==> src/hw/rtl/dot_product_threshold_mask_unit_defines.svh <==
// Assertion macros used by the back end RTL
`ifndef DOT_PRODUCT_THRESHOLD_MASK_UNIT_DEFINES_SVH
`define DOT_PRODUCT_THRESHOLD_MASK_UNIT_DEFINES_SVH

// Implication checked on every rising edge outside reset
`define DPT_ASSERT_IMP(label, ante, cons, msg) \
  label: assert property (@(posedge clk) disable iff (!rst_n) (ante) |-> (cons)) else $error(msg);

// Next-cycle implication checked outside reset
`define DPT_ASSERT_NXT(label, ante, cons, msg) \
  label: assert property (@(posedge clk) disable iff (!rst_n) (ante) |=> (cons)) else $error(msg);

`endif

==> src/hw/rtl/dptm_pkg.sv <==
// ----------------------------------------------------------------------------
// dptm_pkg
// Shared types and constants of the dot product threshold mask unit.
// ----------------------------------------------------------------------------
package dptm_pkg;

  localparam int unsigned Dim = 32;
  localparam int unsigned NumA = 4096;
  localparam int unsigned NumB = 4096;
  localparam int unsigned DimW = $clog2(Dim);
  localparam int unsigned AddrW = 17;
  localparam int unsigned AccW = 56;

  localparam logic [1:0] MODE_LOAD_A = 2'd0;
  localparam logic [1:0] MODE_LOAD_B = 2'd1;
  localparam logic [1:0] MODE_FILTER = 2'd2;

  // Command from the front end to the back end
  typedef struct packed {
    logic [1:0]         mode;
    logic [11:0]        row;
    logic [11:0]        col;
    logic [DimW-1:0]    dim;
    logic signed [23:0] value;
    logic               zero_vec;
  } cmd_t;

endpackage

==> src/hw/rtl/dptm_front.sv <==
// ----------------------------------------------------------------------------
// dptm_front
// Accepts input transactions, drops ignored ones and queues commands.
// ----------------------------------------------------------------------------
module dptm_front
  import dptm_pkg::*;
(
  input  logic        clk,
  input  logic        rst_n,
  input  logic        in_valid,
  output logic        in_ready,
  input  logic [1:0]  in_mode,
  input  logic [11:0] in_row,
  input  logic [11:0] in_col,
  input  logic [4:0]  in_dim,
  input  logic signed [23:0] in_value,
  output logic        cmd_valid,
  input  logic        cmd_ready,
  output cmd_t        cmd
);

  cmd_t       q_r [2];
  logic [1:0] cnt_r;
  logic       wp_r, rp_r;
  logic       keep, push, pop;
  cmd_t       c;

  // Classify the incoming item
  always_comb begin
    c.mode = in_mode;
    c.row = in_row;
    c.col = in_col;
    c.dim = in_dim[DimW-1:0];
    c.value = in_value;
    c.zero_vec = (32'(in_row) >= NumA) || (32'(in_col) >= NumB);
    case (in_mode)
      MODE_LOAD_A: keep = (32'(in_row) < NumA) && (32'(in_dim) < Dim);
      MODE_LOAD_B: keep = (32'(in_col) < NumB) && (32'(in_dim) < Dim);
      MODE_FILTER: keep = 1'b1;
      default:     keep = 1'b0;
    endcase
  end

  assign in_ready = (cnt_r != 2'd2);
  assign push = in_valid && in_ready && keep;
  assign cmd_valid = (cnt_r != 2'd0);
  assign pop = cmd_valid && cmd_ready;
  assign cmd = q_r[rp_r];

  // Hold the two-entry queue
  always_ff @(posedge clk) begin
    if (!rst_n) begin
      cnt_r <= '0;
      wp_r <= 1'b0;
      rp_r <= 1'b0;
    end else begin
      if (push) wp_r <= ~wp_r;
      if (pop) rp_r <= ~rp_r;
      cnt_r <= cnt_r + {1'b0, push} - {1'b0, pop};
    end
    if (push) q_r[wp_r] <= c;
  end

endmodule

==> config.mk <==
export PLATFORM = sky130hd
export DESIGN_NAME = dptm_front
export DESIGN_NICKNAME = d
export VERILOG_FILES = /design/src/hw/rtl/dot_product_threshold_mask_unit_defines.svh /design/src/hw/rtl/dptm_pkg.sv /design/src/hw/rtl/dptm_front.sv
export SDC_FILE = /design/constraint.sdc
export NUM_CORES = 1
export LEC_CHECK = 0
export ABC_CLOCK_PERIOD_IN_PS = 8400
export BUFFER_PORTS_ARGS = -buffer_cell sky130_fd_sc_hd__buf_2
export CAP_MARGIN = 20
export CORE_MARGIN = 10
export CORE_UTILIZATION = 45
export CTS_CLUSTER_SIZE = 40
export DETAILED_ROUTE_END_ITERATION = 6
export HOLD_SLACK_MARGIN = 0.15
export PLACE_DENSITY = 0.76
export SYNTH_ARGS = -nofsm -noshare
export SYNTH_HDL_FRONTEND = slang
export SYNTH_SLANG_ARGS = --single-unit
==> constraint.sdc <==
create_clock -name clk -period 8.4 [get_ports clk]
set_input_delay 1.68 -clock clk [delete_from_list [all_inputs] [get_ports clk]]
set_output_delay 1.68 -clock clk [all_outputs]
set_load 0.02 [all_outputs]
Word level (Yosys, flattened, before mapping) --
Memory sizes are Yosys's and may differ from the RTL's. A register that Yosys moved wholly into a read port is not among the register bits. Cells that the tools add are included.
Word-level totals: flip-flop bits (word level) 4, RAM bits 110, output and inout port bits 58, word-level logic and storage cells 22, memories kept 1
Operators by class: add/subtract/negate cells 2, equal/unequal tests 3, mux-type cells 5, bitwise operators 2, reductions and logical operators 6
Memory list:
- q_r | depth 2, width 55, rd ports 1, clocked after Yosys merged registers in 1, wr ports 1, line dptm_front.sv:22 | cmd_t q_r [2];
Operators by type and width (count):
- $mux 1 | 5
- $logic_and 1x1->1 | 3
- $reduce_or 3->1 | 1
- $add 2x1->2 | 1
- $eq 2x1->1 const B | 1
- $eq 2x2->1 const B | 1
- $logic_not 2->1 | 1
- $ne 2x2->1 const B | 1
- $not 1->1 | 2
- $reduce_bool 2->1 | 1
- $sub 2x1->2 | 1

Depth between registers and ports, before layout --
Gate-level depths: netlist (run 1).
word-level depth 6, depth in mapped cells 7, mapped depth without buffers 7

Worst setup path after synthesis (run 1) --
No wires, ideal clock.
kind in2reg, start point input port in_valid, end point memory q_r[0][0] (netlist name) (enable), library setup time 468 ps, arrival 4319 ps, data required time 7932 ps, path slack 3613 ps, cell stages on the path 3, buffers on the path 0, cell sequence a21boi_2 > nand2_1 > nor2_1
Between the ends: longest elaborated chain between the ends 4
Ends and longest elaborated chain:
- start, declared | line dptm_front.sv:10 | input logic in_valid,
- $logic_and 1x1->1 (2 in a row) | line dptm_front.sv:45 | assign push = in_valid && in_ready && keep;
- $mux 1 | line dptm_front.sv:61 | if (push) q_r[wp_r] <= c;
- $mux 1 (not written as such) | line dptm_front.sv:61
- end, declared | line dptm_front.sv:22
Every way passes these cells.

==> metrics, run 1 <==
outcome complete, no violations; post-synthesis simple-gate area fraction 2.29%; Detail Route Antenna Nets 0; CTS resizes 0; setup slack, reg-to-reg 6410 ps; Setup Total Neg Slack 0 ps; Setup crit end cmd[20]; Max-Cap Viols 0; ratio of cells with drive above 1 in the final layout 50.9%; post-layout min period 3980 ps; CTS tree yes; headroom to the max-slew limit 51.1%; crit path kind flip-flop to output port; io pins 117; area of the core 0.00924 mm^2; unrepaired setup endpoints after global routing no; worst hold path class flip-flop to flip-flop; P_leak 0.00205 uW; cells after synthesis 204; Syn. warnings 0; pin count of the biggest net entering global routing 56; clk slew on worst S/H paths 50 ps; Data required, critical path 6720 ps; slew of the pin with the lowest slew margin 734 ps; Overflow after GRT 0; Peak supply drop 0.000157 V; Synth Net Count 264; Final #Nets 394; DIE AREA 0.0138 mm^2; clock buffer depth 2; Final period util 47.4%; Area Growth Syn to Fin 28.4%; Final Util 59.3%; DR iter-0 viols 51; clock latency on the worst-skew pair 480 ps; Synth Area in Adders 0.293%; die height 117 um; initial antenna violation count 1; Final Hold Fails 0; WP data arrival 2300 ps; # hold bufs at CTS 0; Initial Util 46.2%; sequential fraction of the synthesis area 79.7%; DRC 0; clock sink count 115; Routed WL 8.15 mm; XOR/XNOR Fraction of Synth Area 0.410%; Critical R2R Capture q_r[1][0]; DR vias 2218; max-slew violation count 0; first-pass GRT wire length 13.2 mm; multiplexer share of the synthesized area 14.7%; fmax 251 MHz; Synth cell types 23; setup violators final 0; hpwl dp 5.56 mm; Avg Cell Area, Syn 20.9 um^2; FF-to-FF path depth 3; compound-gate portion of the synthesized area 0.791%; RR Startpoint cnt_r[0]; vias in the first global route 2540; CP Launch Type flip-flop; port bufs 115; postcts setup bufs 0; clock root buffer clkbuf_8; Wirelength per Cell 17.1 um; Clock Skew 6.76 ps; First-pass DRT Iterations 4; DR vias/cell 4.66; GPL Wtd Cong 0.679; cell row count 35; largest family of logic cells by synthesized area multiplexers; P per Cell Area 298 mW/mm^2; Chip Width 117 um; GRT Total Usage 12.0%; CP endpoint kind output port; Max Fanout on Critical Path 28; Netlist Area Pre-Place 0.00427 mm^2; Yosys reg bits 115; Num CTS Buffers 17; htree depth 4
power breakdown:
part	switching (uW)	total (uW)	internal, uW
registers	29.5	722	692
logic	182	305	122
clock network	224	606	382
total	436	1630	1200
cell type report:
| class | instances | area [um^2] |
|---|---|---|
| multi-input cells | 82 | 803 |
| flip-flops and latches | 115 | 3400 |
| repair buffers | 118 | 598 |
| clock buffers | 18 | 418 |
| clock inverters | 13 | 95.1 |
| diodes | 1 | 2.50 |
| fillers | 737 | 3760 |
| well taps | 129 | 161 |
worst max-delay path, cell delays in order (launching register included):
cell,delay (ps)
dfxtp_2,780
buf_4,470
mux2_2,390
buf_2,160
cell usage after synthesis (all sizes together):
| library cell | count | area, um^2 |
|---|---|---|
| a21oi | 2 | 10.0 |
| and3 | 1 | 6.26 |
| o21ai | 1 | 5.00 |
| and2 | 4 | 25.0 |
| nand2 | 4 | 15.0 |
| mux2i | 1 | 10.0 |
| ha | 1 | 12.5 |
| a211oi | 1 | 7.51 |
| a21boi | 1 | 11.3 |
| nand2b | 2 | 12.5 |
| and2b | 1 | 10.0 |
| mux2 | 55 | 619 |
| or2 | 1 | 6.26 |
| conb | 1 | 3.75 |
| nor3 | 1 | 10.0 |
| nor2 | 2 | 7.51 |
| buf | 7 | 71.3 |
| dfxtp | 5 | 100 |
| xnor2 | 2 | 17.5 |
| nand3 | 1 | 5.00 |
| edfxtp | 110 | 3300 |
layer usage:
| metal | global-route usage (%) | vias to the layer above | part of all wire (%) |
|---|---|---|---|
| li1 | - | 1058 | - |
| met1 | 12.7 | 1080 | 41 |
| met2 | 20.7 | 74 | 52 |
| met3 | 5.71 | 6 | 6.3 |
| met4 | 3.29 | 0 | 0.60 |
| met5 | 0 | - | 0 |
cells in the final DEF (no fill, tap or decap):
master      synthesis  final
clkbuf_8            0      1
bufinv_16           0      1
ha_1                1      1
nand3_1             1      1
or2_1               1      1
mux2_2             27     27
nand2_1             4      4
buf_4               2      3
clkinv_4            0      1
clkinv_2            0      3
o21ai_0             1      1
clkbuf_1            0      1
clkinv_1            0      5
nor2_1              2      1
diode_2             0      1
clkbuf_16           0     16
conb_1              1      1
edfxtp_1          110    110
nor2_4              0      1
and3_2              0      1
and2_1              4      4
nand2b_1            2      2
nor3_2              1      1
xnor2_1             2      2
buf_2               0    115
dfxtp_1             5      4
clkinvlp_4          0      3
a21boi_2            1      1
a211oi_1            1      1
mux2i_1             1      1
dfxtp_2             0      1
a21oi_1             2      2
and2b_4             1      1
mux2_1             28     28
flip-flops by register name, summed over array words and instances, names as in the netlist, named ones only:
name   flops
q_r      110
cnt_r      2
rp_r       1
wp_r       1
through the flow:
step,cell area (um^2),instances,setup slack [ps],hold slack [ps],total power (uW)
finish,5480,476,4420,582,1630
detailed placement,4970,444,4880,576,1040
global route,5480,475,4250,611,1710
floorplan,4270,204,3610,552,946
global placement,4970,444,4900,568,1040
CTS,5480,475,4350,584,1660
worst min path at each step:
| stage | start | end | slack (ps) | depth (start not counted) |
|---|---|---|---|---|
| 6_report | rp_r | flip-flop | 580 | 2 |
| 5_1_grt | rp_r | flip-flop | 610 | 2 |
| 4_1_cts | rp_r | flip-flop | 580 | 2 |
| 3_5_place_dp | rp_r | flip-flop | 580 | 2 |
| 3_3_place_gp | rp_r | flip-flop | 570 | 2 |
| 2_1_floorplan | rp_r | flip-flop | 550 | 2 |
logic make-up after synthesis:
| logic type | Yosys count |
|---|---|
| DFF | 115 |
| buffers and inverters | 7 |
| AOI/OAI and AO/OA | 5 |
| adders and majority gates | 1 |
| xor gates and xnor gates | 2 |
| muxes | 56 |
| and+or+nand+nor | 17 |
| other | 1 |
Note: power is estimated with default switching activity, not from simulation.
==> run 2: changes to the inputs <==
ABC_CLOCK_PERIOD_IN_PS = 3980   (was 8400)
clock period = 3.98 ns   (was 8.4 ns; I/O delays follow)
==> metrics, run 2 (synthesis gave the netlist of run 1 again) <==
die height 117 um (unchanged); DIE AREA 0.0138 mm^2 (unchanged); CP Launch Type flip-flop (unchanged); # hold bufs at CTS 0 (unchanged); Placement Setup Slack 1370 ps (was 4880 ps); initial antenna violation count 0 (was 1); setup violators final 0 (unchanged); Initial Util 46.2% (unchanged); Top delay family on crit path flip-flops (unchanged); Clock Skew 5.27 ps (was 6.76 ps); ratio of cells with drive above 1 in the final layout 51.7% (was 50.9%); Clk network pwr share 37.4% (was 37.1%); Net Sw Frac 26.8% (was 26.7%); slowest CP cell dfxtp_2 (unchanged); Overflow after GRT 0 (unchanged); Peak supply drop 0.000356 V (was 0.000157 V); fmax 330 MHz; Wirelength per Cell 16.9 um (was 17.1 um); Final Hold Fails 0 (unchanged); clock latency on the worst-skew pair 490 ps (was 480 ps); top flop regs q_r (110), cnt_r (2) (unchanged); post-layout min period 3030 ps; Final period util 76.1%; headroom to the max-slew limit 55.9% (was 51.1%); area of the core 0.00924 mm^2 (unchanged); P per Cell Area 631 mW/mm^2 (was 298 mW/mm^2); clk slew on worst S/H paths 50 ps (about the same); Setup Total Neg Slack 0 ps (unchanged); Cell Int Power 2540 uW (was 1200 uW); ant diodes 0 (was 1); Max Fanout on Critical Path 28 (unchanged); clock sink count 115 (unchanged); pin count of the biggest net entering global routing 43 (was 56); Seq pwr share 43.8% (was 44.2%); Max-Cap Viols 0 (unchanged); Detail Route Antenna Nets 0 (unchanged); Largest Register q_r (unchanged); max-slew violation count 0 (unchanged); htree depth 4 (unchanged); max reg flops 110 (unchanged); Num CTS Buffers 17 (unchanged); CTS tree yes (unchanged); Final WS setup 952 ps (was 4420 ps); DR iter-0 viols 93 (was 51); GRT Total Usage 11.9% (was 12.0%); met3 GRT Util 5.37% (was 5.71%); final-layout fill cell count 713 (was 737); worst hold path class primary input to flip-flop (was flip-flop to flip-flop); Worst Path Buf+Inv 2 (unchanged); postcts setup bufs 0 (unchanged); crit path kind flip-flop to output port (unchanged); vias in the first global route 2679 (was 2540); outcome complete, no violations (unchanged); slew of the pin with the lowest slew margin 661 ps (was 734 ps); CTS resizes 0 (unchanged); commonest cells after routing, fill and taps aside 115 x buf_2, 110 x edfxtp_1, 28 x mux2_1 (unchanged); Area Growth Syn to Fin 28.8% (was 28.4%); Final #Nets 396 (was 394); cell row count 35 (unchanged); M1 GR Usage 12.5% (was 12.7%); multi-input combinational cell area 803 um^2 (unchanged); Sequential Area 0.00340 mm^2 (unchanged); max incr delay on CP 750 ps (was 780 ps); P_leak 0.00207 uW (was 0.00205 uW); DR vias 2231 (was 2218); io pins 117 (unchanged); CP endpoint kind output port (unchanged); critical path cell sequence buf_4 -> mux2_2 -> buf_2 (unchanged); GR Util met2 20.2% (was 20.7%); Routed WL 8.09 mm (was 8.15 mm); WP data arrival 2230 ps (was 2300 ps); Data required, critical path 3180 ps (was 6720 ps); hpwl dp 5.63 mm (was 5.56 mm); Chip Width 117 um (unchanged); layer with the highest usage met2 (unchanged); commonest non-fill, non-tap cell in the layout buf_2 (unchanged); Logic pwr share 18.8% (was 18.7%); unrepaired setup endpoints after global routing no (unchanged); GPL Wtd Cong 0.673 (was 0.679); DRC 0 (unchanged); DR vias/cell 4.68 (was 4.66); clock root buffer clkbuf_8 (unchanged); clock buffer depth 2 (unchanged); First-pass DRT Iterations 4 (unchanged); switching power of the nets 931 uW (was 436 uW); port bufs 115 (unchanged); first-pass GRT wire length 13.1 mm (was 13.2 mm)
[run 2: cell count changes in the layout (fill, tap and decap cells not counted)]
cell	previous run	this run
buf_4	3	5
clkinv_2	3	5
clkbuf_1	1	3
clkinv_1	5	1
diode_2	1	0
[run 2: final timing paths]
kind	start	to	slack [ps]	cells after the start
setup / recovery	flip-flop	cmd[2]	950	3
hold / removal	in_value[3]	q_r[0][3]	490	1
setup reg to reg	cnt_r[0]	q_r[1][4]	1970	3
hold reg to reg	rp_r	flip-flop	590	2
[run 2: worst reg2reg max path, cell delays in order, from the launching register on]
cell and delay (ps):
dfxtp_1 440, nand2b_1 200, and3_2 430, buf_4 540
[run 2: power groups by stage]
stage	Sequential, uW	Clock (uW)	Combinational (uW)
2_1_floorplan	1510	0	485
3_3_place_gp	1540	0	659
3_5_place_dp	1550	0	669
5_1_grt	1540	1380	709
4_1_cts	1520	1330	673
6_report	1520	1300	653
[run 2: area by class of cell]
type	count	area share, %
Clock buffer	20	7.74
Clock inverter	11	1.64
Multi-Input combinational cell	82	14.6
Sequential cell	115	61.9
Tap cell	129	2.94
Timing Repair Buffer	120	11.2
[run 2: layer usage]
layer  wire length [um]  share of wire, %  up-vias
met2               4210                52       73
li1                   -                 -     1062
met1               3240                40     1092
met3                599               7.4        4
met5                  0                 0        -
met4                 35              0.43        0
[run 2: metrics by stage]
stage	hold WS [ps]	std cells	total power (uW)	cell area, um^2	utilization (%)
CTS	462	477	3520	5500	59.5
global placement	569	446	2200	4980	53.9
floorplan	552	204	2000	4270	-
finish	493	477	3470	5500	59.5
detailed placement	568	446	2220	4980	53.9
global route	465	477	3630	5500	59.5
==> run 3: changes to the inputs <==
ABC_CLOCK_PERIOD_IN_PS = 2400   (was 3980)
PLACE_DENSITY = 0.79   (was 0.76)
clock period = 2.4 ns   (was 3.98 ns; I/O delays follow)
==> metrics, run 3 (synthesis gave the netlist of run 1 again) <==
outcome complete, no violations (unchanged); ratio of cells with drive above 1 in the final layout 50.6% (was 51.7%); First-pass DRT Iterations 4 (unchanged); M1 GR Usage 13.1% (was 12.5%); P per Cell Area 1060 mW/mm^2 (was 631 mW/mm^2); WP data arrival 1680 ps (was 2230 ps); Max-Cap Viols 0 (unchanged); critical path cell sequence buf_12 -> mux2_2 -> buf_2 (was buf_4 -> mux2_2 -> buf_2); cell row count 35 (unchanged); commonest cells after routing, fill and taps aside 115 x buf_2, 110 x edfxtp_1, 28 x mux2_1 (unchanged); DRC 0 (unchanged); Peak supply drop 0.000534 V (was 0.000356 V); P_leak 0.00209 uW (was 0.00207 uW); Final WS setup 241 ps (was 952 ps); first-pass GRT wire length 12.9 mm (was 13.1 mm); worst hold path class primary input to flip-flop (unchanged); area post-placement 0.00503 mm^2 (was 0.00498 mm^2); port bufs 115 (unchanged); postcts setup bufs 0 (unchanged); GRT Total Usage 11.9% (about the same); CTS tree yes (unchanged); DR iter-0 viols 121 (was 93); die height 117 um (unchanged); design area 0.00557 mm^2 (was 0.00550 mm^2); max-slew violation count 0 (unchanged); setup violators final 0 (unchanged); htree depth 4 (unchanged); commonest non-fill, non-tap cell in the layout buf_2 (unchanged); Final Hold Fails 0 (unchanged); Num CTS Buffers 17 (unchanged); clock buffer depth 2 (unchanged); CP endpoint kind output port (unchanged); layer with the highest usage met2 (unchanged); vias in the first global route 2545 (was 2679); Initial Util 46.2% (unchanged); Setup Total Neg Slack 0 ps (unchanged); Data required, critical path 1920 ps (was 3180 ps); DR vias 2238 (was 2231); Clock Skew 8.20 ps (was 5.27 ps); max reg flops 110 (unchanged); io pins 117 (unchanged); Detail Route Antenna Nets 0 (unchanged); Wirelength per Cell 17.1 um (was 16.9 um); Chip Width 117 um (unchanged); slowest CP cell mux2_2 (was dfxtp_2); clock root buffer clkbuf_8 (unchanged); fmax 463 MHz; ant diodes 0 (unchanged); clk slew on worst S/H paths 50 ps (about the same); Max Fanout on Critical Path 55 (was 28); max incr delay on CP 400 ps (was 750 ps); Largest Register q_r (unchanged); CP Launch Type flip-flop (unchanged); DIE AREA 0.0138 mm^2 (unchanged); post-layout min period 2160 ps; Placement Setup Slack 434 ps (was 1370 ps); pin count of the biggest net entering global routing 56 (was 43); clock latency on the worst-skew pair 480 ps (was 490 ps); hpwl dp 5.60 mm (was 5.63 mm); Area Growth Syn to Fin 30.4% (was 28.8%); DR vias/cell 4.73 (was 4.68); unrepaired setup endpoints after global routing no (unchanged); Overflow after GRT 0 (unchanged); top flop regs q_r (110), cnt_r (2) (unchanged); clock sink count 115 (unchanged); met3 GRT Util 4.94% (was 5.37%); Routed WL 8.10 mm (was 8.09 mm); initial antenna violation count 0 (unchanged); area of the core 0.00924 mm^2 (unchanged); Final period util 90.0%; # hold bufs at CTS 0 (unchanged); GR Util met2 20.3% (was 20.2%); crit path kind flip-flop to output port (unchanged); Final #Nets 396 (unchanged); CTS resizes 0 (unchanged); GPL Wtd Cong 0.692 (was 0.673)
-- run 3: area by class of cell --
cell class / instances / area [um^2]
Clock buffer: 17 / 414
Multi-Input combinational cell: 82 / 803
Sequential cell: 115 / 3400
Clock inverter: 10 / 120
Timing Repair Buffer: 120 / 663
Fill cell: 702 / 3670
Tap cell: 129 / 161
-- run 3: report_power, final --
group          switching, uW  internal, uW  leakage [uW]
combinational            692           461      0.000773
clock                    742          1520      0.000256
sequential              53.9          2420       0.00106
total                   1490          4400       0.00209
-- run 3: critical path: cells and delay by family, from the launching register on --
family,cells,cell delay [ps]
buffers and inverters,2,460
multiplexers,1,400
flip-flops,1,330
-- run 3: worst paths after layout --
check | start | to | slack, ps | cells past startpoint
worst max-delay path | flip-flop | cmd[4] | 240 | 3
worst min-delay path | in_dim[2] | q_r[1][26] | 180 | 1
worst max register to register | cnt_r[0] | q_r[1][42] | 760 | 3
worst min register to register | rp_r | flip-flop | 590 | 2
-- run 3: per-layer routing --
metal | vias up | wire [um]
met5 | - | 0
met4 | 0 | 57
met3 | 5 | 497
met2 | 78 | 4170
met1 | 1096 | 3380
li1 | 1059 | -
-- run 3: per-stage QoR --
| step | hold slack [ps] | total power [uW] | util (%) | std cells |
|---|---|---|---|---|
| 2_1_floorplan | 552 | 3310 | - | 204 |
| 4_1_cts | 152 | 5980 | 60.2 | 473 |
| 3_3_place_gp | 568 | 3670 | 54.5 | 446 |
| 6_report | 182 | 5890 | 60.2 | 473 |
| 5_1_grt | 152 | 6170 | 60.2 | 473 |
| 3_5_place_dp | 583 | 3700 | 54.5 | 446 |
